File: config.mk
export PLATFORM = sky130hd
export DESIGN_NAME = pvo_cordic
export DESIGN_NICKNAME = d
export VERILOG_FILES = /design/src/sv/polygon_vertex_offset_macros.svh /design/src/sv/pvo_pkg.sv /design/src/sv/pvo_cordic.sv
export SDC_FILE = /design/constraint.sdc
export NUM_CORES = 1
export LEC_CHECK = 0
export BUFFER_PORTS_ARGS = -buffer_cell sky130_fd_sc_hd__buf_2
export CAP_MARGIN = 20
export CELL_PAD_IN_SITES_DETAIL_PLACEMENT = 1
export CELL_PAD_IN_SITES_GLOBAL_PLACEMENT = 2
export CORE_ASPECT_RATIO = 0.5
export CORE_UTILIZATION = 41
export CTS_BUF_LIST = sky130_fd_sc_hd__clkbuf_8
export DETAILED_ROUTE_END_ITERATION = 8
export PLACE_DENSITY_LB_ADDON = 0.08
export SYNTH_ARGS = -nofsm -noshare
export SYNTH_HDL_FRONTEND = slang
export SYNTH_SLANG_ARGS = --single-unit
File: constraint.sdc
create_clock -name clk -period 18.4 [get_ports clk]
set_input_delay 5.52 -clock clk [delete_from_list [all_inputs] [get_ports clk]]
set_output_delay 5.52 -clock clk [all_outputs]
set_load 0.005 [all_outputs]
File: src/sv/polygon_vertex_offset_macros.svh
// ----------------------------------------------------------------------------
// polygon_vertex_offset assertion macros
// Shorthand for the concurrent checks used in the RTL.
// ----------------------------------------------------------------------------
`ifndef POLYGON_VERTEX_OFFSET_MACROS_SVH
`define POLYGON_VERTEX_OFFSET_MACROS_SVH

// Same-cycle implication, disabled in reset.
`define PVO_ASSERT(label, clock, reset, ante, cons, msg) \
  label: assert property (@(posedge clock) disable iff (reset) (ante) |-> (cons)) \
    else $error(msg);

// Next-cycle implication, disabled in reset.
`define PVO_ASSERT_NEXT(label, clock, reset, ante, cons, msg) \
  label: assert property (@(posedge clock) disable iff (reset) (ante) |=> (cons)) \
    else $error(msg);

`endif

File: src/sv/pvo_pkg.sv
// ----------------------------------------------------------------------------
// pvo_pkg
// Shared constants, types and the arctangent table of the vertex offset block.
// ----------------------------------------------------------------------------
package pvo_pkg;

  localparam int DEF_MAX_VERTICES = 64;
  localparam int DEF_CORDIC_STEPS = 24;

  // CORDIC datapath and angle widths
  localparam int CDW = 44;
  localparam int ZW  = 34;

  localparam int DIST_W = 31;
  localparam int CFG_IW = 1;
  localparam int DVD_W  = 61;
  localparam int DVS_W  = 32;
  localparam int MAG_W  = 32;

  localparam logic signed [ZW-1:0]  HALF_TURN    = 34'sd2147483648;
  localparam logic signed [ZW-1:0]  QUARTER_TURN = 34'sd1073741824;
  localparam logic signed [CDW-1:0] GAIN_INV     = 44'sd652032874;
  localparam logic signed [31:0]    PROBE_Q24    = 32'sd16777;
  localparam logic [MAG_W-1:0]      MAG_CAP      = 32'hFFFF_FFFF;

  localparam logic [1:0] ST_OK    = 2'd0;
  localparam logic [1:0] ST_SAT   = 2'd1;
  localparam logic [1:0] ST_EMPTY = 2'd2;

  localparam logic KIND_LOAD = 1'b0;
  localparam logic KIND_RUN  = 1'b1;

  localparam logic [CFG_IW-1:0] REG_OFFSET_DISTANCE = 1'b0;
  localparam logic [CFG_IW-1:0] REG_GROW_OUTWARD    = 1'b1;

  typedef struct packed {
    logic start;
    logic rotate;
  } cordic_ctl_t;

  typedef struct packed {
    logic busy;
    logic done;
  } unit_sts_t;

  // atan(2^-i) in binary angle units, full turn = 2^32
  function automatic logic signed [ZW-1:0] atan_entry(input int i);
    logic signed [ZW-1:0] r;
    case (i)
      0:  r = 34'sd536870912;
      1:  r = 34'sd316933406;
      2:  r = 34'sd167458907;
      3:  r = 34'sd85004756;
      4:  r = 34'sd42667331;
      5:  r = 34'sd21354465;
      6:  r = 34'sd10679838;
      7:  r = 34'sd5340245;
      8:  r = 34'sd2670163;
      9:  r = 34'sd1335087;
      10: r = 34'sd667544;
      11: r = 34'sd333772;
      12: r = 34'sd166886;
      13: r = 34'sd83443;
      14: r = 34'sd41722;
      15: r = 34'sd20861;
      16: r = 34'sd10430;
      17: r = 34'sd5215;
      18: r = 34'sd2608;
      19: r = 34'sd1304;
      20: r = 34'sd652;
      21: r = 34'sd326;
      22: r = 34'sd163;
      23: r = 34'sd81;
      24: r = 34'sd41;
      25: r = 34'sd20;
      26: r = 34'sd10;
      27: r = 34'sd5;
      28: r = 34'sd3;
      29: r = 34'sd1;
      30: r = 34'sd1;
      default: r = '0;
    endcase
    return r;
  endfunction

endpackage

File: src/sv/pvo_cordic.sv
// ----------------------------------------------------------------------------
// pvo_cordic
// Iterative CORDIC, one micro-rotation per cycle: vectoring or rotation.
// ----------------------------------------------------------------------------
module pvo_cordic #(
  parameter int CORDIC_STEPS = pvo_pkg::DEF_CORDIC_STEPS
) (
  input  logic                             clk,
  input  logic                             rst,
  input  pvo_pkg::cordic_ctl_t             ctl,
  input  logic signed [pvo_pkg::CDW-1:0]   x_in,
  input  logic signed [pvo_pkg::CDW-1:0]   y_in,
  input  logic signed [pvo_pkg::ZW-1:0]    z_in,
  output pvo_pkg::unit_sts_t               sts,
  output logic signed [pvo_pkg::CDW-1:0]   x_out,
  output logic signed [pvo_pkg::CDW-1:0]   y_out,
  output logic signed [pvo_pkg::ZW-1:0]    z_out
);
  import pvo_pkg::*;

  localparam int IW = $clog2(CORDIC_STEPS);

  logic signed [CDW-1:0] x, y, dx, dy;
  logic signed [ZW-1:0]  z, ang;
  logic [IW-1:0]         iter;
  logic                  busy, done, rot, neg, toward_neg, last_iter;

  assign dx         = y >>> iter;
  assign dy         = x >>> iter;
  assign ang        = atan_entry(int'(iter));
  assign last_iter  = (iter == IW'(CORDIC_STEPS - 1));
  // rotation drives z to zero, vectoring drives y to zero
  assign toward_neg = rot ? (z >= 0) : (y < 0);

  always_ff @(posedge clk) begin
    if (rst) begin
      busy <= 1'b0;
      done <= 1'b0;
    end else begin
      done <= 1'b0;
      if (ctl.start && !busy) begin
        iter <= '0;
        rot  <= ctl.rotate;
        if (ctl.rotate) begin
          x    <= GAIN_INV;
          y    <= '0;
          busy <= 1'b1;
          if (z_in > QUARTER_TURN) begin
            z   <= z_in - HALF_TURN;
            neg <= 1'b1;
          end else if (z_in < -QUARTER_TURN) begin
            z   <= z_in + HALF_TURN;
            neg <= 1'b1;
          end else begin
            z   <= z_in;
            neg <= 1'b0;
          end
        end else begin
          neg <= 1'b0;
          if (x_in == 0 && y_in == 0) begin
            x    <= '0;
            y    <= '0;
            z    <= '0;
            done <= 1'b1;
          end else if (x_in < 0) begin
            x    <= -x_in;
            y    <= -y_in;
            z    <= (y_in >= 0) ? HALF_TURN : -HALF_TURN;
            busy <= 1'b1;
          end else begin
            x    <= x_in;
            y    <= y_in;
            z    <= '0;
            busy <= 1'b1;
          end
        end
      end else if (busy) begin
        if (toward_neg) begin
          x <= x - dx;
          y <= y + dy;
          z <= z - ang;
        end else begin
          x <= x + dx;
          y <= y - dy;
          z <= z + ang;
        end
        iter <= iter + 1'b1;
        if (last_iter) begin
          busy <= 1'b0;
          done <= 1'b1;
        end
      end
    end
  end

  assign sts.busy = busy;
  assign sts.done = done;
  assign x_out    = neg ? -x : x;
  assign y_out    = neg ? -y : y;
  assign z_out    = z;

endmodule

==> Word-level counts from Yosys, hierarchy flattened <==
Memories as Yosys holds them, arrays and structs flattened. A register that Yosys moved wholly into a read port is not among the register bits.
Cells that the tools add are included.
{ "totals": {"ff_bits": 131, "rom_bits": 960, "input_bits": 126, "output_inout_bits": 124, "elab_cells": 80, "memories": 1} }
{ "mem_list": {"columns": ["name", "words", "width", "rd", "rd_clocked_by_memory_dff", "wr", "line_no", "text"], "rows": [
  ["(no name shown)", 32, 30, 1, 1, 0, "pvo_pkg.sv:49", "case (i)"]
]} }
{ "op_classes": {"n_addsub": 13, "magnitude_cmp": 6, "n_eq_ne": 2, "shifts": 2, "n_mux": 39, "bitwise_logic": 1, "n_reduce_logical": 8} }
{ "ops": {"columns": ["op", "n"], "rows": [
  ["$mux W44", 14],
  ["$mux W34", 9],
  ["$neg A44 Y44", 4],
  ["$add A44 B44 Y44", 2],
  ["$logic_not A44 Y1", 2],
  ["$lt A44 B1 Y1 const B", 2],
  ["$sshr A44 B5 Y44", 2],
  ["$sub A44 B44 Y44", 2],
  ["$ge A44 B1 Y1 const B", 1],
  ["$add A34 B33 Y34 const B", 1],
  ["$add A34 B34 Y34", 1],
  ["$ge A34 B1 Y1 const B", 1],
  ["$gt A34 B32 Y1 const B", 1],
  ["$lt A34 B31 Y1 const B", 1],
  ["$sub A34 B33 Y34 const B", 1],
  ["$sub A34 B34 Y34", 1],
  ["$mux W5", 3],
  ["$mux W1", 13],
  ["$add A5 B1 Y5 const B", 1],
  ["$eq A5 B5 Y1 const B", 1],
  ["$reduce_and A2 Y1", 2],
  ["$ne A3 B3 Y1 const B", 1],
  ["$logic_and A1 B1 Y1", 2],
  ["$reduce_bool A2 Y1", 1],
  ["other kinds (2)", 2]
]} }

==> Longest topological paths before layout <==
Gate-level depths: netlist of the first run.
{ "logic_depth": {"word_depth": 6, "mapped_depth": 30, "ltp_nobuf": 22} }

==> Worst setup path after synthesis of the first run <==
Ideal clock, no wire load.
{ "synth_path": {"path_kind": "input to register", "from": "input rst", "to": "register, netlist name ang[0]", "setup_ns": 0.133, "arrival_ns": 9.667, "required_time_ns": 18.267, "slack_ns": 8.600, "stages": 8, "n_path_buf": 1, "cell_sequence": "o21bai_1 inv_1 a21boi_1 clkbuf_1 nor2_1 nor3b_1 nor3_1 a21oi_1"} }
{ "synth_via": {"elab_chain_len": 3} }
{ "synth_rtl": {"columns": ["element", "line_no", "text"], "rows": [
  ["start: declaration", "pvo_cordic.sv:9", "input logic rst,"],
  ["$not A1 Y1 (no line)", null, null],
  ["$reduce_and A2 Y1 (no line)", null, null],
  ["$mux W5 (no line)", null, null]
]} }
No other way between the ends.
A chain may end at the register's enable or synchronous reset.

==> Final worst setup path of the first run <==
{ "layout_path": {"from": "register x[1]", "to": "output x_out[30] (netlist name)"} }
{ "layout_via": {"elab_chain_len": 2} }
{ "layout_rtl": {"columns": ["element", "line_no", "text"], "rows": [
  ["start: declaration", "pvo_cordic.sv:23", "logic signed [CDW-1:0] x, y, dx, dy;"],
  ["start signal: assignment", "pvo_cordic.sv:66", "x <= -x_in;"],
  ["start signal: assignment", "pvo_cordic.sv:71", "x <= x_in;"],
  ["start signal: assignment", "pvo_cordic.sv:79", "x <= x - dx;"],
  ["$neg A44 Y44", "pvo_cordic.sv:98", "assign x_out = neg ? -x : x;"],
  ["$mux W44", "pvo_cordic.sv:98", null],
  ["end: declaration", "pvo_cordic.sv:15", "output logic signed [pvo_pkg::CDW-1:0] x_out,"]
]} }
No other way between the ends.

==> results of run 1 <==
## area by class of cell
cell class              instances  area [µm²]  area share [%]
diodes                          5        12.5          0.0448
clock buffers                  17         234           0.838
repair buffers                286        1520            5.46
flip-flops and latches        161        4510            16.2
multi-input cells            2642       20200            72.2
well taps                     825        1030            3.70
inverters                      66         253           0.906
clock inverters                15         183           0.655
## stage by stage
stage,setup WS [ns],cells
5_1_grt,7.83,4016
3_3_place_gp,7.90,3979
2_1_floorplan,8.60,3096
6_report,7.96,4017
4_1_cts,7.95,4011
3_5_place_dp,7.80,3979
## placed cells by master (no fill, tap or decap), types with 27 or more instances in the layout
master	n
mux2i_1	109
a21o_1	70
mux4_2	95
nor2_1	186
buf_2	249
xnor2_1	203
a211oi_1	33
nor4_1	27
nand2b_1	49
o22ai_1	86
a31oi_1	31
nand2_1	244
o31ai_1	63
o21ai_0	221
a21oi_1	216
edfxtp_1	129
buf_4	37
dfxtp_1	32
mux2_2	52
nand3_1	84
o41ai_1	33
ha_1	146
xor2_1	176
or3_1	46
inv_1	59
a22oi_1	28
or4_1	31
nor3_1	49
## registers in the layout, summed over array words and instances, names as in the netlist
name   cells
iter       5
rot        1
busy       1
ang       30
z_out     34
y         44
x         44
neg        1
done       1
## critical path, delay by kind of cell, from the launching register on
kind / cells / cell delay (ns)
xor+xnor: 1 / 0.22
fa+ha+maj: 1 / 0.17
simple gates: 7 / 2.79
compound gates: 1 / 0.26
buf+inv: 2 / 0.30
flops: 1 / 0.55
## per-layer routing
metal | part of all wire (%) | global-route usage (%) | vias up | wire length [µm]
met4 | 2.2 | 8.89 | 0 | 2280
met5 | 0 | 0 | - | 0
li1 | - | - | 12000 | -
met2 | 45 | 49.9 | 952 | 47100
met1 | 46 | 46.6 | 13100 | 48800
met3 | 6.8 | 5.03 | 124 | 7220
## final timing paths
| check | start | to | slack, ns | cells after the start |
|---|---|---|---|---|
| max reg2reg | iter[1] | x[42] | 9.39 | 23 |
| min reg2reg | ang[0] | z_out[0] | 0.78 | 2 |
| max | x[1] | x_out[30] | 7.96 | 12 |
| min | ang[0] | z_out[0] | 0.78 | 2 |
## cell families (layout without fill, tap and decap cells)
| group | count (synthesis) | after routing |
|---|---|---|
| compound gates | 971 | 971 |
| simple gates | 876 | 876 |
| xor+xnor | 379 | 379 |
| buf+inv | 293 | 384 |
| mux | 267 | 267 |
| flops | 161 | 161 |
| fa+ha+maj | 149 | 149 |
| other cells | 0 | 5 |
## power by group
group          internal [mW]  switching [mW]
registers              0.693           0.453
clock network          0.116           0.201
logic                   2.08            2.75
total                   2.88            3.41
==> parameters.txt, run 1 <==
Parameter                              Value

Setup path
  Type of element launching the critical path    register
  Kind of end point of the critical path    primary output
  Peak per-stage delay on the critical path    0.55 ns
  Ordered cell list for the critical path    inv_1 > ha_1 > nand2b_1 > or4_1 > or4_1 > or3_1 > or4_1 > or2_2 > or3_1 > o21ai_0 > xnor2_1 > buf_2
  Data required time of the critical path    12.88 ns
  Data arrival time of the worst path    4.92 ns
  Crit Path Class    reg2out
  Cell seen most often among critical-path stages    or4_1
  Cell with the largest stage delay on the worst path    edfxtp_1
  Worst-path fanout max    6

STA
  Hold_ws    0.780 ns
  Fmax    95.8 MHz
  Final hold violation count    0
  Pins Over Slew Limit    0
  Relative max-transition margin    21.1%
  Setup Total Neg Slack    0 ns
  RSZ-0062 raised after global routing    no
  Share of the cycle needed by the critical path after routing    56.7%
  Clock skew after layout    0.0281 ns
  Fin crit period    10.44 ns
  Worst slew pin tran    1.17 ns
  Total setup violations reported at the end of the flow    0

Run status
  Outcome    finished, final reports clean

Synth
  Synth top area share    14.9%
  Ys async rst share    0%
  Synth Area in Adders    7.27%
  Count of different cell masters after synthesis    110
  Share of synthesized cell area in and, or, nand and nor gates    17.4%
  Share of the yosys chip area belonging to registers    17.4%
  Leading cell types by count after synthesis    244 x nand2_1, 222 x o21ai_0, 216 x a21oi_1
  Number of cells produced by synthesis    3096
  Library cell with the highest instance count after synthesis    nand2_1
  Number of synthesized flops with an enable pin    129
  Yosys Warn Count    0
  Compound-Gate Fraction of Synth Area    24.4%
  Synth Net Count    3371
  Syn avg cell area    8.38 µm²
  Ranking of synthesized cells by area    edfxtp_1 15%, mux4_2 8.2%, ha_1 7.0%, xnor2_1 6.9%, xor2_1 5.9%
  Predominant post-synthesis flop cell    edfxtp_1
  Synth area leader    edfxtp_1
  Post-Syn Area    26000 µm²
  Share of synthesized area spent on multiplexers    15.7%
  Combinational family with the most area after synthesis    compound AO/OA/AOI/OAI gates
  Share of the synthesized netlist area taken by xor and xnor gates    12.8%
  Post-synthesis register bit count    161

Global routing
  Pin count of the biggest net entering global routing    89
  Via count of the first global-routing pass    25.6k
  Total GRT Usage    32.4%
  Wire length of the first global-routing pass    160000 µm
  Total overflow reported by the global router    0
  Initial antenna violation count    4

Routing
  Detailed router's first-iteration violation count    2451
  DRT Pass-1 Iters    6
  Number of remaining DRC errors    0
  Overall via count from detail_route    26.1k
  Average wire length per cell after detail routing    26.2 µm
  Final Routed Wirelength    105000 µm
  Routed via count divided by cell count    6.50
  Antenna-violating nets left    0

Die
  Effective utilization at floorplan    42.0%
  Overall die height    180 µm
  Row count    64
  Die area    64400 µm²
  Core area    61800 µm²
  Chip width    358 µm
  Count of pins on the block boundary    250

Placement
  RePlAce Congestion    1.01
  Quantity of I/O buffers inserted on ports    249
  Area post-placement    27500 µm²
  Placed wire-length estimate    80000 µm

Finish
  Final-layout fill cell count    7448
  Count of nets after finishing    3449
  Fraction of layout cells with a size suffix above 1    16.9%
  Final core utilization    45.1%
  Non-Filler Cell Area, Final    27900 µm²
  Area growth from synthesis to layout    7.52%

Min path
  Path class of the lowest-slack min-delay path    reg2reg

CTS
  Clock Latency Late Sink    0.64 ns
  Resize count post-CTS    0
  TritonCTS clock tree    yes
  Root buf cell    clkbuf_8
  Number of buffers added by the clock tree synthesis step    17
  Buffers inserted by post-CTS timing repair    0
  Largest buffer count on any clock path    2
  Max H-tree Level    4
  Clock tree sinks    161
  Number of buffers inserted by hold repair at cts    0
  Clock slew at reported path FFs    0.13 ns

Power
  Power density over the cells    225 nW/µm²
  Leakage Power    10.8 nW
  Maximum vdd drop    0.113 mV
  Design Power    6.29 mW

Flow run
  Number of maximum-capacitance violations    0
Power figures use the tool's default switching activity.
==> run 2: changes to the inputs <==
Settings changed: CORE_UTILIZATION 41 to 38.
Clock period 18.4 ns to 10.8 ns, I/O delays scaled along.
==> parameters.txt, run 2 (synthesis gave the netlist of run 1 again) <==
Parameter                              Value

Die
  Overall die height    187 µm (+3.8%)
  Effective utilization at floorplan    38.6% (-3.4 points)
  Row count    67 (+4.7%)
  Die area    69400 µm² (+7.8%)
  Chip width    372 µm (+3.8%)
  Count of pins on the block boundary    250 (unchanged)
  Core area    67200 µm² (+8.8%)

Setup path
  Data required time of the critical path    7.56 ns (-5.32 ns)
  Number of cells on the worst reg-to-reg path    22 (-4.3%)
  Worst setup startpoint    x[0]
  Worst setup path endpoint    x_out[30]
  R2r endpoint    x[42]
  Worst-path fanout max    6 (unchanged)
  Crit Path Class    reg2out
  Kind of end point of the critical path    primary output
  R2R setup slack    2.74 ns (-6.65 ns)
  Type of element launching the critical path    register
  Launch instance of the worst register-to-register path    iter[1]
  Data arrival time of the worst path    4.92 ns (about the same)

Global routing
  Via count of the first global-routing pass    25.6k (+0.086%)
  Wire length of the first global-routing pass    162000 µm (+0.70%)
  Total GRT Usage    30.3% (-2.0 points)
  Initial antenna violation count    4 (unchanged)
  Pin count of the biggest net entering global routing    157 (+76%)
  Total overflow reported by the global router    0 (unchanged)

CTS
  Clock slew at reported path FFs    0.11 ns (-0.02 ns)
  TritonCTS clock tree    yes
  Max H-tree Level    4 (unchanged)
  Number of buffers added by the clock tree synthesis step    17 (unchanged)
  Number of buffers inserted by hold repair at cts    0 (unchanged)
  Clock Latency Late Sink    0.64 ns (about the same)
  Largest buffer count on any clock path    2 (unchanged)
  Buffers inserted by post-CTS timing repair    0 (unchanged)
  Resize count post-CTS    0 (unchanged)
  Clock tree sinks    161 (unchanged)
  Root buf cell    clkbuf_8

Placement
  Quantity of I/O buffers inserted on ports    249 (unchanged)
  Placed cell count    4060 (+2.0%)
  RePlAce Congestion    0.940 (-7.2%)
  Placed wire-length estimate    81300 µm (+1.7%)

Power
  Share of power burned in the clock network    5.0% (about the same)
  Leakage Power    10.8 nW (+0.56%)
  Cell Int Power    4.96 mW (+72%)
  Part of the power in registers    18.1% (about the same)
  Power share of the combinational group    76.9% (+0.2 points)
  Maximum vdd drop    0.149 mV (+32%)
  Net Sw Frac    53.7% (-0.42 points)
  Power density over the cells    382 nW/µm² (+69%)
  NetSw    5.76 mW (+69%)
  Design Power    10.7 mW (+70%)

Finish
  Area growth from synthesis to layout    8.20%
  Count of nets after finishing    3458 (+0.26%)
  Most frequent cells in the layout    249 x buf_2, 244 x nand2_1, 221 x o21ai_0
  Fraction of layout cells with a size suffix above 1    17.1% (+0.20 points)
  Final Non-Filler Cells    4098 (+2.0%)
  Final-layout fill cell count    8057 (+8.2%)
  Leading cell type in the layout, fill and taps excluded    buf_2

Routing
  Routed via count divided by cell count    6.31 (-2.8%)
  Antenna-violating nets left    0 (unchanged)
  Detailed router's first-iteration violation count    2210 (-9.8%)
  Overall via count from detail_route    25.9k (-0.89%)
  Final Routed Wirelength    107000 µm (+1.3%)
  Average wire length per cell after detail routing    26.1 µm (-0.73%)
  DRT Pass-1 Iters    8 (+2)
  Number of remaining DRC errors    0 (unchanged)

STA
  Final hold violation count    0 (unchanged)
  Fmax    123 MHz
  Hold_ws    0.766 ns (-0.0138 ns)
  Fin crit period    8.16 ns
  Total setup violations reported at the end of the flow    0 (unchanged)
  Pins Over Slew Limit    0 (unchanged)
  Share of the cycle needed by the critical path after routing    75.5%
  Relative max-transition margin    29.2% (+8.1 points)
  RSZ-0062 raised after global routing    no
  Clock skew after layout    0.0431 ns (+0.0151 ns)
  Setup Total Neg Slack    0 ns (unchanged)
  Worst slew pin tran    1.06 ns (-0.111 ns)

Run status
  Outcome    finished, final reports clean

Flow run
  Number of maximum-capacitance violations    0 (unchanged)

Min path
  Path class of the lowest-slack min-delay path    reg2reg
  Hold path cells    2 (unchanged)
-- run 2: layout make-up --
class,instances,area (µm²),area share [%]
diodes,5,12.5,0.0446
clock buffers,19,262,0.931
clock inverters,13,149,0.530
inverters,66,253,0.900
multi-input cells,2642,20200,71.8
flip-flops and latches,161,4510,16.1
well taps,897,1120,4.00
repair buffers,295,1620,5.76
-- run 2: worst min path at each step --
stage | endpoint | start | slack, ns
after global routing | z_out[0] | ang[0] | 0.83
after CTS | z_out[0] | ang[0] | 0.79
after detailed placement | iter[1] | iter[1] | 0.77
after floorplan | busy | busy | 0.60
final | z_out[0] | ang[0] | 0.77
after global placement | iter[1] | iter[1] | 0.74
-- run 2: routing by layer --
layer / GRT usage [%] / wire [µm]
met1: 43.2 / 49400
met2: 46.9 / 47500
met3: 5.07 / 7300
met4: 8.56 / 2580
met5: 0 / 0
-- run 2: stage by stage --
stage | utilization, % | cell area [µm²] | setup slack, ns
floorplan | - | 26000 | 3.28
global placement | 41.1 | 27700 | 2.57
detailed placement | 41.1 | 27700 | 2.48
CTS | 41.7 | 28100 | 2.64
global route | 41.8 | 28100 | 2.18
finish | 41.8 | 28100 | 2.64
-- run 2: power by group through the flow --
| stage | Clock, mW | Sequential (mW) | Combinational [mW] |
|---|---|---|---|
| 5_1_grt | 0.567 | 1.95 | 9.07 |
| 6_report | 0.536 | 1.94 | 8.24 |
| 2_1_floorplan | 0 | 1.39 | 6.22 |
| 3_3_place_gp | 0 | 1.91 | 8.02 |
| 4_1_cts | 0.548 | 1.90 | 8.18 |
| 3_5_place_dp | 0 | 1.91 | 8.12 |
-- run 2: worst max-delay path, stage by stage, from the launching register on --
cell and delay, ns:
edfxtp_1 0.50, inv_1 0.17, ha_1 0.18, nand2b_1 0.07
or4_1 0.46, or4_1 0.49, or3_1 0.48, or4_1 0.52
or2_2 0.32, or3_1 0.45, o21ai_0 0.24, xnor2_1 0.23
buf_2 0.18
