===== src/sv/polygon_vertex_offset_macros.svh =====
// ----------------------------------------------------------------------------
// polygon_vertex_offset assertion macros
// Shorthand for the concurrent checks used in the RTL.
// ----------------------------------------------------------------------------
`ifndef POLYGON_VERTEX_OFFSET_MACROS_SVH
`define POLYGON_VERTEX_OFFSET_MACROS_SVH

// Same-cycle implication, disabled in reset.
`define PVO_ASSERT(label, clock, reset, ante, cons, msg) \
  label: assert property (@(posedge clock) disable iff (reset) (ante) |-> (cons)) \
    else $error(msg);

// Next-cycle implication, disabled in reset.
`define PVO_ASSERT_NEXT(label, clock, reset, ante, cons, msg) \
  label: assert property (@(posedge clock) disable iff (reset) (ante) |=> (cons)) \
    else $error(msg);

`endif


===== src/sv/pvo_pkg.sv =====
// ----------------------------------------------------------------------------
// pvo_pkg
// Shared constants, types and the arctangent table of the vertex offset block.
// ----------------------------------------------------------------------------
package pvo_pkg;

  localparam int DEF_MAX_VERTICES = 64;
  localparam int DEF_CORDIC_STEPS = 24;

  // CORDIC datapath and angle widths
  localparam int CDW = 44;
  localparam int ZW  = 34;

  localparam int DIST_W = 31;
  localparam int CFG_IW = 1;
  localparam int DVD_W  = 61;
  localparam int DVS_W  = 32;
  localparam int MAG_W  = 32;

  localparam logic signed [ZW-1:0]  HALF_TURN    = 34'sd2147483648;
  localparam logic signed [ZW-1:0]  QUARTER_TURN = 34'sd1073741824;
  localparam logic signed [CDW-1:0] GAIN_INV     = 44'sd652032874;
  localparam logic signed [31:0]    PROBE_Q24    = 32'sd16777;
  localparam logic [MAG_W-1:0]      MAG_CAP      = 32'hFFFF_FFFF;

  localparam logic [1:0] ST_OK    = 2'd0;
  localparam logic [1:0] ST_SAT   = 2'd1;
  localparam logic [1:0] ST_EMPTY = 2'd2;

  localparam logic KIND_LOAD = 1'b0;
  localparam logic KIND_RUN  = 1'b1;

  localparam logic [CFG_IW-1:0] REG_OFFSET_DISTANCE = 1'b0;
  localparam logic [CFG_IW-1:0] REG_GROW_OUTWARD    = 1'b1;

  typedef struct packed {
    logic start;
    logic rotate;
  } cordic_ctl_t;

  typedef struct packed {
    logic busy;
    logic done;
  } unit_sts_t;

  // atan(2^-i) in binary angle units, full turn = 2^32
  function automatic logic signed [ZW-1:0] atan_entry(input int i);
    logic signed [ZW-1:0] r;
    case (i)
      0:  r = 34'sd536870912;
      1:  r = 34'sd316933406;
      2:  r = 34'sd167458907;
      3:  r = 34'sd85004756;
      4:  r = 34'sd42667331;
      5:  r = 34'sd21354465;
      6:  r = 34'sd10679838;
      7:  r = 34'sd5340245;
      8:  r = 34'sd2670163;
      9:  r = 34'sd1335087;
      10: r = 34'sd667544;
      11: r = 34'sd333772;
      12: r = 34'sd166886;
      13: r = 34'sd83443;
      14: r = 34'sd41722;
      15: r = 34'sd20861;
      16: r = 34'sd10430;
      17: r = 34'sd5215;
      18: r = 34'sd2608;
      19: r = 34'sd1304;
      20: r = 34'sd652;
      21: r = 34'sd326;
      22: r = 34'sd163;
      23: r = 34'sd81;
      24: r = 34'sd41;
      25: r = 34'sd20;
      26: r = 34'sd10;
      27: r = 34'sd5;
      28: r = 34'sd3;
      29: r = 34'sd1;
      30: r = 34'sd1;
      default: r = '0;
    endcase
    return r;
  endfunction

endpackage


===== src/sv/pvo_div.sv =====
// ----------------------------------------------------------------------------
// pvo_div
// Restoring unsigned divider, one quotient bit per cycle.
// ----------------------------------------------------------------------------
module pvo_div (
  input  logic                          clk,
  input  logic                          rst,
  input  logic                          start,
  input  logic [pvo_pkg::DVD_W-1:0]     dividend,
  input  logic [pvo_pkg::DVS_W-1:0]     divisor,
  output pvo_pkg::unit_sts_t            sts,
  output logic [pvo_pkg::DVD_W-1:0]     quotient
);
  import pvo_pkg::*;

  localparam int NW = $clog2(DVD_W);

  logic [DVS_W-1:0] rem, dvs;
  logic [DVD_W-1:0] dvd, q;
  logic [DVS_W:0]   rem_sh;
  logic [NW-1:0]    cnt;
  logic             busy, done, fits;

  assign rem_sh = {rem, dvd[DVD_W-1]};
  assign fits   = (rem_sh >= {1'b0, dvs});

  always_ff @(posedge clk) begin
    if (rst) begin
      busy <= 1'b0;
      done <= 1'b0;
    end else begin
      done <= 1'b0;
      if (start && !busy) begin
        rem  <= '0;
        dvd  <= dividend;
        dvs  <= divisor;
        cnt  <= '0;
        busy <= 1'b1;
      end else if (busy) begin
        rem <= fits ? DVS_W'(rem_sh - {1'b0, dvs}) : rem_sh[DVS_W-1:0];
        dvd <= dvd << 1;
        q   <= {q[DVD_W-2:0], fits};
        cnt <= cnt + 1'b1;
        if (cnt == NW'(DVD_W - 1)) begin
          busy <= 1'b0;
          done <= 1'b1;
        end
      end
    end
  end

  assign sts.busy = busy;
  assign sts.done = done;
  assign quotient = q;

endmodule

===== config.mk =====
export PLATFORM = sky130hd
export DESIGN_NAME = pvo_div
export DESIGN_NICKNAME = d
export VERILOG_FILES = /design/src/sv/polygon_vertex_offset_macros.svh /design/src/sv/pvo_pkg.sv /design/src/sv/pvo_div.sv
export SDC_FILE = /design/constraint.sdc
export NUM_CORES = 1
export LEC_CHECK = 0
export ABC_AREA = 1
export ABC_CLOCK_PERIOD_IN_PS = 11900
export BUFFER_PORTS_ARGS = -buffer_cell sky130_fd_sc_hd__buf_2
export CAP_MARGIN = 20
export CELL_PAD_IN_SITES_DETAIL_PLACEMENT = 2
export CELL_PAD_IN_SITES_GLOBAL_PLACEMENT = 2
export CORE_ASPECT_RATIO = 0.8
export CORE_MARGIN = 2
export CORE_UTILIZATION = 31
export DETAILED_ROUTE_END_ITERATION = 6
export GPL_TIMING_DRIVEN = 0
export HOLD_SLACK_MARGIN = 0.15
export PLACE_DENSITY = 0.76
export REMOVE_ABC_BUFFERS = 1
export SYNTH_ARGS = -nofsm -noshare
export SYNTH_HDL_FRONTEND = slang
export SYNTH_SLANG_ARGS = --single-unit

===== constraint.sdc =====
create_clock -name clk -period 11.9 [get_ports clk]
set_input_delay 2.38 -clock clk [delete_from_list [all_inputs] [get_ports clk]]
set_output_delay 2.38 -clock clk [all_outputs]
set_load 0.02 [all_outputs]

Word-level counts from Yosys, hierarchy flattened
Index checks and enable logic that the tools add are counted.

Flip-flop bits (word level): 194. Latch bits: 0. RAM bits: 0. Memory bits (read-only): 0. Logic and storage cells: 30. Memories kept: 0.

Add/subtract/negate cells: 2. $mul: 0. Div/mod/pow operators: 0. Order comparisons: 1. Eq/ne operators: 1. Shift-type cells: 0. Multiplexer cells: 9. Bitwise operators: 3. Reductions and logical operators: 7.

Operators by type and width (number): two-way mux 61 bit (2); two-way mux 32 bit (2); greater-or-equal comparator 33 x 32 -> 1 bit (1); subtractor 32 bit (1); adder 6 x 1 -> 6 bit, second input constant (1); equality test 6 bit, second input constant (1); two-way mux 6 bit (1); two-way mux 1 bit (4); AND reduction 2 bit (2); NOT 1 bit (3); AND reduction 3 bit (1); OR reduction 3 bit (1); nonzero test 2 bit (1); logical AND 1 bit (1); zero test 1 bit (1).

Depth between registers and ports, before layout
Gate-level depths: netlist (run 1).

Depth in word-level cells: 4. Depth in mapped cells: 15. Gate-level depth less buffers: 15.

Worst setup path before layout (run 1)
Ideal clock, no wire load.

Path type: input to register. Start: input port start. End: register cnt[0] (enable). Arrival time: 7172 ps. Required time: 11310 ps. Setup slack: 4137 ps. Stages on the path: 2. Buffers on the path: 0. Path through: inv_1 > a21oi_1.

Cells in the longest elaborated chain, start to end: 3.

Ends and longest elaborated chain: start: declaration (RTL line pvo_div.sv:8) `input logic start,`; logical AND 1 bit (RTL line pvo_div.sv:33) `if (start && !busy) begin`; nonzero test 2 bit (no source line); AND reduction 2 bit (no source line); end signal: assignment (RTL line pvo_div.sv:43) `cnt <= cnt + 1'b1;`; end: declaration (RTL line pvo_div.sv:21) `logic [NW-1:0] cnt;`.

No other way between the ends. A chain may end at the register's enable or synchronous reset.

Worst setup path in the final report (run 1)
Start: input port start. End: register dvs[6] (enable).

Cells in the longest elaborated chain, start to end: 2.

Ends and longest elaborated chain: logical AND 1 bit (RTL line pvo_div.sv:33); AND reduction 2 bit (no source line); end signal: assignment (RTL line pvo_div.sv:36) `dvs <= divisor;`; end: declaration (RTL line pvo_div.sv:18) `logic [DVS_W-1:0] rem, dvs;`.

No other way between the ends.

==> results of run 1 <==
layout by cell type (no fill, tap or decap), types with 7 or more instances in the layout:
| cell | netlist | layout |
|---|---|---|
| and2_1 | 8 | 8 |
| xor2_1 | 14 | 14 |
| nor2_1 | 104 | 101 |
| nor2_2 | 7 | 7 |
| nor3_1 | 8 | 8 |
| a21oi_1 | 24 | 23 |
| inv_1 | 170 | 170 |
| buf_2 | 4 | 158 |
| nand3b_1 | 29 | 29 |
| edfxtp_1 | 192 | 192 |
| clkbuf_16 | 0 | 17 |
| nand2_2 | 10 | 10 |
| nand2_1 | 457 | 457 |
| ha_1 | 34 | 34 |
| diode_2 | 0 | 7 |
| nand3_1 | 29 | 29 |
registers in the layout, indices dropped and copies added (netlist names):
name / flops
dvs: 32
rem: 32
busy: 1
dvd: 61
quotient: 61
cnt: 6
done: 1
worst max-delay path, cell delays in order:
cell    delay [ns]
buf_2         0.07
inv_1         0.08
nor2_4        0.62
inv_4         0.40
buf_16        0.32
nor2_4        0.49
buf_16        0.24
area by class of cell:
class,count,area (µm²),share of cell area [%]
clock inverter,15,163.9,1.351
timing repair buffer,166,973.4,8.024
inverter,176,663.1,5.466
sequential,194,5806,47.85
tap,427,534.3,4.404
antenna,7,17.52,0.1444
multi-input combinational,743,3548,29.25
clock buffer,17,425.4,3.507
metal layers:
metal	up-vias	track usage (%)	wire [µm]
met4	6	4.658	364
li1	3908	-	-
met5	-	0	30
met1	3945	24.59	14350
met2	108	30.60	14580
met3	27	4.827	1282
power by group through the flow:
stage | Sequential [W] | Clock, W | Combinational, W
floorplan | 0.000871 | 0 | 0.000268
global placement | 0.000866 | 0 | 0.000402
detailed placement | 0.000862 | 0 | 0.000431
CTS | 0.000847 | 0.000615 | 0.000435
global route | 0.000853 | 0.000637 | 0.000487
finish | 0.000846 | 0.000596 | 0.000425
final timing paths:
path           startpoint  slack (ns)      endpoint  cells after the start
max                 start        7.36        dvs[6]                      7
max reg2reg       rem[24]        9.00        rem[2]                     11
min reg2reg  quotient[52]        0.44  quotient[53]                      0
min          quotient[52]        0.44  quotient[53]                      0
kinds of logic (layout without fill, tap and decap cells):
| family | Yosys count | count (layout) | share of synthesized area, % |
|---|---|---|---|
| flops | 194 | 194 | 57.21 |
| compound gates | 32 | 32 | 1.788 |
| buf+inv | 204 | 374 | 8.150 |
| other cells | 0 | 7 | 0 |
| simple gates | 662 | 662 | 27.25 |
| xor+xnor | 14 | 14 | 1.208 |
| fa+ha+maj | 35 | 35 | 4.390 |
stage by stage:
stage | instance area, µm² | TNS (ns)
global placement | 11310 | -7.033
detailed placement | 11520 | 0
floorplan | 9981 | 0
CTS | 12110 | 0
global route | 12120 | 0
finish | 12130 | 0
==> metrics, run 1 <==
number of global-route vias before repair=8743; post-CTS sizing=0; Post-Syn Area=0.01015 mm²; Fmax=0.2203 GHz; Worst Skew=0.01314 ns; number of core rows=59; worst IR drop on VDD=0.00009061 V; Clock Tree Buf Depth=2; num ports=159; post-synth cell types=31; Total Power=0.001867 W; die height=165.8 µm; hold crit path type=reg2reg; final period utilization=38.15%; CTS H-Tree Depth=4; max cap viols=0; total track usage=18.68%; count of nets after finishing=1429; cell internal pwr=0.001260 W; sw frac=32.52%; Slew @ Worst Pin=1.074 ns; layout filler cell count=3701; DR DRC count=0; routed vias=7994; Post-Place Cells=1706; #FFs+latches synth=194; combinational group share of total power=22.8%; first-pass GRT wire length=48.69 mm; largest net degree at the start of global routing=51; Final Max Tran Viols=0; most frequent cell after synthesis=nand2_1; crit path kind=in2reg; top-area cell type share of the netlist area=56.82%; EDFF count, synth=192; Via density=4.581; slack of the critical path=7.360 ns; port bufs=158; ANT nets after route=0; Clk pwr share=31.9%; CTS Buf Count=17; CTS Hold Bufs=0; leakage=5.803 nW; Post-CTS Setup Repair Bufs=0; layout cells sized above 1=17.77%; drt total wl=30.60 mm; crit path launch type=input port; top post-synthesis cells by area=edfxtp_1 57%, nand2_1 17%, inv_1 6.3%; final hold vios=0; Routed WL per cell=17.54 µm; die area=0.03420 mm²; Max-slew headroom=28.23%; Synth async-reset ratio=0%; post-synth top area cell=edfxtp_1; required time worst endpoint=12.06 ns; synthesized area per cell=8.893 µm²; post-place setup slack=6.790 ns; power density over the cells=153.9 mW/mm²; DRT Pass-1 Iters=4; Synth top cells by count=457 x nand2_1, 192 x edfxtp_1, 170 x inv_1; Psw=0.0006072 W; Final Critical Period=4.540 ns; critical-path maximum fanout=50; post-layout util=37.43%; RSZ-0062 raised after global routing=no; Worst Hold Slack=0.4447 ns; run status=completed; GRT overflow=0; Mapped Cells=1141; placer congestion estimate=0.7976; Worst Setup End Kind=flip-flop; CTS tree=done; area grow syn2layout=19.56%; Die W=206.3 µm; Non-Filler Instances=1745; CTS clk-pin slew, worst paths=0.08 ns; DPL Wire Length=23.08 mm; Worst-Skew Late Latency=0.46 ns; initial DRC count=295; register area share after synthesis=57.21%; initial core utilization=31.31%; TritonCTS Sinks=194; count of final setup violators=0; core region area=0.03241 mm²; sequential power share=45.3%; Root Buffer=clkbuf_16; initial antenna violation count=9; ys flop type=edfxtp_1; synth warn=0; CP arrival=4.70 ns
(Power assumes the default switching activity.)
==> run 2: changes to the inputs <==
- ABC_AREA: 1 -> 0
- ABC_CLOCK_PERIOD_IN_PS: 11900 -> 4610
- PLACE_DENSITY: 0.76 -> 0.73
- clock period: 11.9 -> 4.61 ns (I/O delays scaled with it)
==> run 2 against run 1 <==
- combinational power up 98%
- design area down 8.0%
- clock skew about the same
- power up 140%
- routed wire length down 17%
- highest routed layer unchanged
- synthesized cell count down 28%
- flip-flop and latch count unchanged
- core utilization up 0.84 points
- cell count down 22%
==> metrics, run 2 <==
most frequent cell after synthesis=nand2_1 (unchanged); Via density=4.920 (was 4.581); die height=157.7 µm (was 165.8 µm); CTS clk-pin slew, worst paths=0.07 ns (was 0.08 ns); Worst Hold Slack=0.4482 ns (was 0.4447 ns); top-area cell type share of the netlist area=63.02% (was 56.82%); RSZ-0062 raised after global routing=no (unchanged); post-CTS sizing=0 (unchanged); post-layout util=38.28% (was 37.43%); die area=0.03091 mm² (was 0.03420 mm²); max cap viols=0 (unchanged); hold crit path type=reg2reg (unchanged); count of nets after finishing=1109 (was 1429); Clk pwr share=34.5% (was 31.9%); crit path kind=reg2reg (was in2reg); critical-path maximum fanout=25 (was 50); CP arrival=4.15 ns (was 4.70 ns); Synth async-reset ratio=0% (unchanged); core region area=0.02915 mm² (was 0.03241 mm²); combinational group share of total power=18.5% (was 22.8%); Mapped Cells=824 (was 1141); Fmax=0.2498 GHz; placer congestion estimate=0.7502 (was 0.7976); TritonCTS Sinks=194 (unchanged); synth warn=0 (unchanged); CTS H-Tree Depth=4 (unchanged); Worst-Skew Late Latency=0.45 ns (was 0.46 ns); initial DRC count=220 (was 295); final hold vios=0 (unchanged); worst path cell trace=ha_1 > a21oi_1 > o21ai_1 > a31o_1 > a21oi_1 > o21ai_1 > nor3_2 > buf_6 > inv_1 > buf_16 > nand2_1 > o21ai_0 (was buf_2 > inv_1 > nor2_4 > inv_4 > buf_16 > nor2_4 > buf_16); count of final setup violators=0 (unchanged); Final Max Tran Viols=0 (unchanged); Slew @ Worst Pin=0.9147 ns (was 1.074 ns); hold wc startpoint=quotient[36] (was quotient[52]); EDFF count, synth=192 (unchanged); area grow syn2layout=21.95% (was 19.56%); R2R Setup Slk=0.61 ns (was 9.00 ns); DRT Pass-1 Iters=4 (unchanged); num ports=159 (unchanged); CTS tree=done (unchanged); Placed Area=0.01054 mm² (was 0.01152 mm²); Worst path slowest cell=nor3_2 (was nor2_4); Worst Skew=0.01283 ns (was 0.01314 ns); routed vias=6736 (was 7994); drt total wl=25.50 mm (was 30.60 mm); R2R depth=12 (was 11); run status=completed (unchanged); final period utilization=86.84%; initial core utilization=31.39% (was 31.31%); Max-slew headroom=38.69% (was 28.23%); largest net degree at the start of global routing=68 (was 51); Die W=196.1 µm (was 206.3 µm); Worst Hold End=quotient[37] (was quotient[53]); total track usage=16.99% (was 18.68%); sequential power share=47.0% (was 45.3%); sw frac=28.88% (was 32.52%); top post-synthesis cells by area=edfxtp_1 63%, nand2_1 10%, ha_1 4.6% (was edfxtp_1 57%, nand2_1 17%, inv_1 6.3%); GRT overflow=0 (unchanged); post-synth cell types=53 (was 31); FF-to-FF End=rem[23] (was rem[2]); Post-Place Cells=1336 (was 1706); number of core rows=56 (was 59); ys flop type=edfxtp_1 (unchanged); Final Critical Period=4.003 ns; required time worst endpoint=4.76 ns (was 12.06 ns); leakage=4.564 nW (was 5.803 nW); synthesized area per cell=11.10 µm² (was 8.893 µm²); Reg-to-Reg Start=rem[25] (was rem[24]); CTS Hold Bufs=0 (unchanged); crit path launch type=flip-flop (was input port); Hold Path Depth=0 (unchanged); Worst Setup End Kind=flip-flop (unchanged); worst IR drop on VDD=0.0002736 V (was 0.00009061 V); initial antenna violation count=3 (was 9); port bufs=158 (unchanged); ANT nets after route=0 (unchanged); commonest non-fill, non-tap cell in the layout=nand2_1 (unchanged); power density over the cells=408.1 mW/mm² (was 153.9 mW/mm²); Synth top cells by count=246 x nand2_1, 192 x edfxtp_1, 58 x a21oi_1 (was 457 x nand2_1, 192 x edfxtp_1, 170 x inv_1); register area share after synthesis=63.46% (was 57.21%); most frequent cells in the layout=246 x nand2_1, 192 x edfxtp_1, 158 x buf_2 (was 457 x nand2_1, 192 x edfxtp_1, 170 x inv_1); cell area after layout=0.01116 mm² (was 0.01213 mm²); number of global-route vias before repair=7205 (was 8743); cell internal pwr=0.003238 W (was 0.001260 W); post-synth top area cell=edfxtp_1 (unchanged); Psw=0.001315 W (was 0.0006072 W); Clock Tree Buf Depth=2 (unchanged); layout cells sized above 1=21.49% (was 17.77%); CTS Buf Count=17 (unchanged); DR DRC count=0 (unchanged); Total Power=0.004553 W (was 0.001867 W); Non-Filler Instances=1369 (was 1745); first-pass GRT wire length=40.43 mm (was 48.69 mm); Routed WL per cell=18.62 µm (was 17.54 µm); #FFs+latches synth=194 (unchanged); DPL Wire Length=18.96 mm (was 23.08 mm); Post-Syn Area=0.009149 mm² (was 0.01015 mm²); max incr delay on CP=0.77 ns (was 0.62 ns); Post-CTS Setup Repair Bufs=0 (unchanged); Root Buffer=clkbuf_16 (unchanged)
run 2: worst max-delay path by stage:
stage	start	slack, ns	cells past startpoint	endpoint
floorplan	start	-1.07	2	cnt[0]
global placement	start	-3.68	3	dvd[45]
detailed placement	rem[25]	0.56	12	rem[23]
CTS	rem[25]	0.57	12	rem[23]
global route	rem[27]	0.33	12	rem[23]
finish	rem[25]	0.61	12	rem[23]
run 2: worst max-delay path: cells and delay by family (launching register included):
family | cells | cell delay (ns)
compound gates | 6 | 1.24
simple gates | 2 | 0.88
buf+inv | 3 | 0.75
fa+ha+maj | 1 | 0.42
flops | 1 | 0.40
run 2: power by group through the flow:
stage	Sequential, W	Combinational (W)	Clock [W]
floorplan	0.00219	0.000534	0
global placement	0.00219	0.000783	0
detailed placement	0.00218	0.000847	0
CTS	0.00214	0.000854	0.00163
global route	0.00215	0.000949	0.00168
finish	0.00214	0.000841	0.00157
run 2: logic make-up after synthesis:
logic type / Yosys count / share of synthesized area (%)
flops: 194 / 63.46
simple gates: 343 / 15.65
mux: 2 / 0.2188
compound gates: 149 / 10.02
xor+xnor: 24 / 2.298
buf+inv: 77 / 3.487
fa+ha+maj: 35 / 4.869
run 2: layer usage:
metal  track usage (%)  vias up  share of wire [%]
met5                 0        -              0.094
met2             27.30      123                 47
met3             4.303       19                4.2
li1                  -     3226                  -
met1             23.16     3364                 48
met4             4.076        4               0.80
run 2: cell type report:
class	count	area [µm²]
flip-flops and latches	194	5806
well taps	377	471.7
repair buffers	170	1036
diodes	1	2.502
inverters	42	157.7
fillers	3147	17990
clock buffers	17	425.4
multi-input cells	553	3067
clock inverters	15	191.4
run 2: metrics by stage:
step           TNS (ns)  setup slack [ns]
3_5_place_dp          0            0.5609
4_1_cts               0            0.5690
6_report              0            0.6066
3_3_place_gp    -737.00            -3.682
2_1_floorplan   -106.58            -1.067
5_1_grt               0            0.3284
==> run 3: changes to the inputs <==
- PLACE_DENSITY: 0.73 -> 0.82
==> run 3 against run 2 <==
- core utilization shrank 0.069 points
- critical path depth stayed put
- critical path type unchanged
- first-iteration DRC count grew 11%
- clock-buffer cell count is the same
- setup slack better by 0.037 ns
- fmax rose by 0.94%
- global-route usage fell by 0.066 points
- largest power group unchanged
- via count is 0.76% lower
- non-clock buffer count shrank 2
- cell count is essentially flat
- die area unchanged
- routed wire length is essentially flat
==> metrics, run 3 (synthesis results as in run 2) <==
CTS Hold Bufs=0 (unchanged); Via density=4.880 (was 4.920); Post-CTS Setup Repair Bufs=0 (unchanged); DRT Pass-1 Iters=4 (unchanged); Worst-Skew Late Latency=0.44 ns (was 0.45 ns); Max-slew headroom=39.35% (was 38.69%); Non-Filler Instances=1370 (was 1369); CTS tree=done (unchanged); largest net degree at the start of global routing=68 (unchanged); crit path launch type=flip-flop (unchanged); Routed WL per cell=18.61 µm (was 18.62 µm); placer congestion estimate=0.7645 (was 0.7502); Root Buffer=clkbuf_16 (unchanged); worst IR drop on VDD=0.0002729 V (was 0.0002736 V); power density over the cells=411.0 mW/mm² (was 408.1 mW/mm²); Clock Tree Buf Depth=2 (unchanged); Fmax=0.2521 GHz (was 0.2498 GHz); leakage=4.553 nW (was 4.564 nW); max cap viols=0 (unchanged); TritonCTS Sinks=194 (unchanged); slack of the critical path=0.6440 ns (was 0.6066 ns); die height=157.7 µm (unchanged); required time worst endpoint=4.75 ns (was 4.76 ns); core region area=0.02915 mm² (unchanged); Slew @ Worst Pin=0.9078 ns (was 0.9147 ns); CTS H-Tree Depth=4 (unchanged); CTS Buf Count=17 (unchanged); count of final setup violators=0 (unchanged); die area=0.03091 mm² (unchanged); Worst Setup End Kind=flip-flop (unchanged); Post-Place Cells=1334 (was 1336); RSZ-0062 raised after global routing=no (unchanged); routed vias=6685 (was 6736); commonest non-fill, non-tap cell in the layout=nand2_1 (unchanged); setup_tns=0 ns (unchanged); Final Max Tran Viols=0 (unchanged); Total Power=0.004577 W (was 0.004553 W); DPL Wire Length=18.91 mm (was 18.96 mm); port bufs=158 (unchanged); GRT overflow=0 (unchanged); CTS clk-pin slew, worst paths=0.07 ns (about the same); first-pass GRT wire length=40.36 mm (was 40.43 mm); area grow syn2layout=21.73% (was 21.95%); Die W=196.1 µm (unchanged); final hold vios=0 (unchanged); post-CTS sizing=0 (unchanged); most frequent cells in the layout=246 x nand2_1, 192 x edfxtp_1, 158 x buf_2 (unchanged); DR DRC count=0 (unchanged); initial antenna violation count=5 (was 3); CP arrival=4.10 ns (was 4.15 ns); Worst Skew=0.01134 ns (was 0.01283 ns); initial DRC count=245 (was 220); ANT nets after route=0 (unchanged); hold crit path type=reg2reg (unchanged); number of core rows=56 (unchanged); count of nets after finishing=1107 (was 1109); final period utilization=86.03% (was 86.84%); initial core utilization=31.39% (unchanged); Final Critical Period=3.966 ns (was 4.003 ns); total track usage=16.93% (was 16.99%); drt total wl=25.50 mm (about the same); layout cells sized above 1=21.33% (was 21.49%); post-place setup slack=0.6190 ns (was 0.5609 ns); critical-path maximum fanout=26 (was 25); number of global-route vias before repair=7237 (was 7205); run status=completed (unchanged); crit path kind=reg2reg (unchanged); num ports=159 (unchanged)
==> run 3: changes by cell type in the layout (fill, tap and decap cells not counted), sizes merged <==
cell and delta:
buf -2, clkinvlp -1, diode +3, inv +1
==> run 3: worst paths after layout <==
path / slack, ns / start / cells past startpoint / to
min reg2reg: 0.45 / quotient[33] / 0 / quotient[34]
max: 0.64 / rem[25] / 12 / rem[23]
min: 0.45 / quotient[33] / 0 / quotient[34]
max reg2reg: 0.64 / rem[25] / 12 / rem[23]
==> run 3: through the flow <==
stage	area (µm²)	util (%)	hold WS, ns
after floorplan	8987	-	0.4905
after global placement	10250	35.16	0.4246
after detailed placement	10490	35.99	0.4357
after CTS	11130	38.17	0.4551
after global routing	11130	38.18	0.4723
final	11140	38.21	0.4505
==> run 3: final cells by class <==
type	instances	area, µm²
Multi-Input combinational cell	553	3067
Antenna cell	4	10.01
Fill cell	3139	18010
Sequential cell	194	5806
Inverter	42	157.7
Tap cell	377	471.7
Timing Repair Buffer	168	988.4
Clock inverter	15	211.5
Clock buffer	17	425.4
==> run 3: worst max-delay path, stage by stage, from the launching register on <==
cell	delay, ns
edfxtp_1	0.41
ha_1	0.42
a21oi_1	0.38
o21ai_1	0.14
a31o_1	0.24
a21oi_1	0.15
o21ai_1	0.10
nor3_2	0.75
buf_6	0.26
inv_1	0.22
buf_16	0.25
nand2_1	0.13
o21ai_0	0.21
==> run 3: where the power goes <==
| group | internal [W] | switching [W] | leakage, nW |
|---|---|---|---|
| Clock | 0.000840 | 0.000762 | 0.310 |
| Sequential | 0.00209 | 0.0000526 | 1.79 |
| Combinational | 0.000317 | 0.000517 | 2.45 |
| Total | 0.00325 | 0.00133 | 4.55 |
==> run 3: metal layers <==
| layer | track usage, % | wire length (µm) |
|---|---|---|
| met4 | 3.716 | 240 |
| met5 | 0 | 13 |
| met1 | 22.03 | 11760 |
| met2 | 28.69 | 12370 |
| met3 | 4.218 | 1111 |
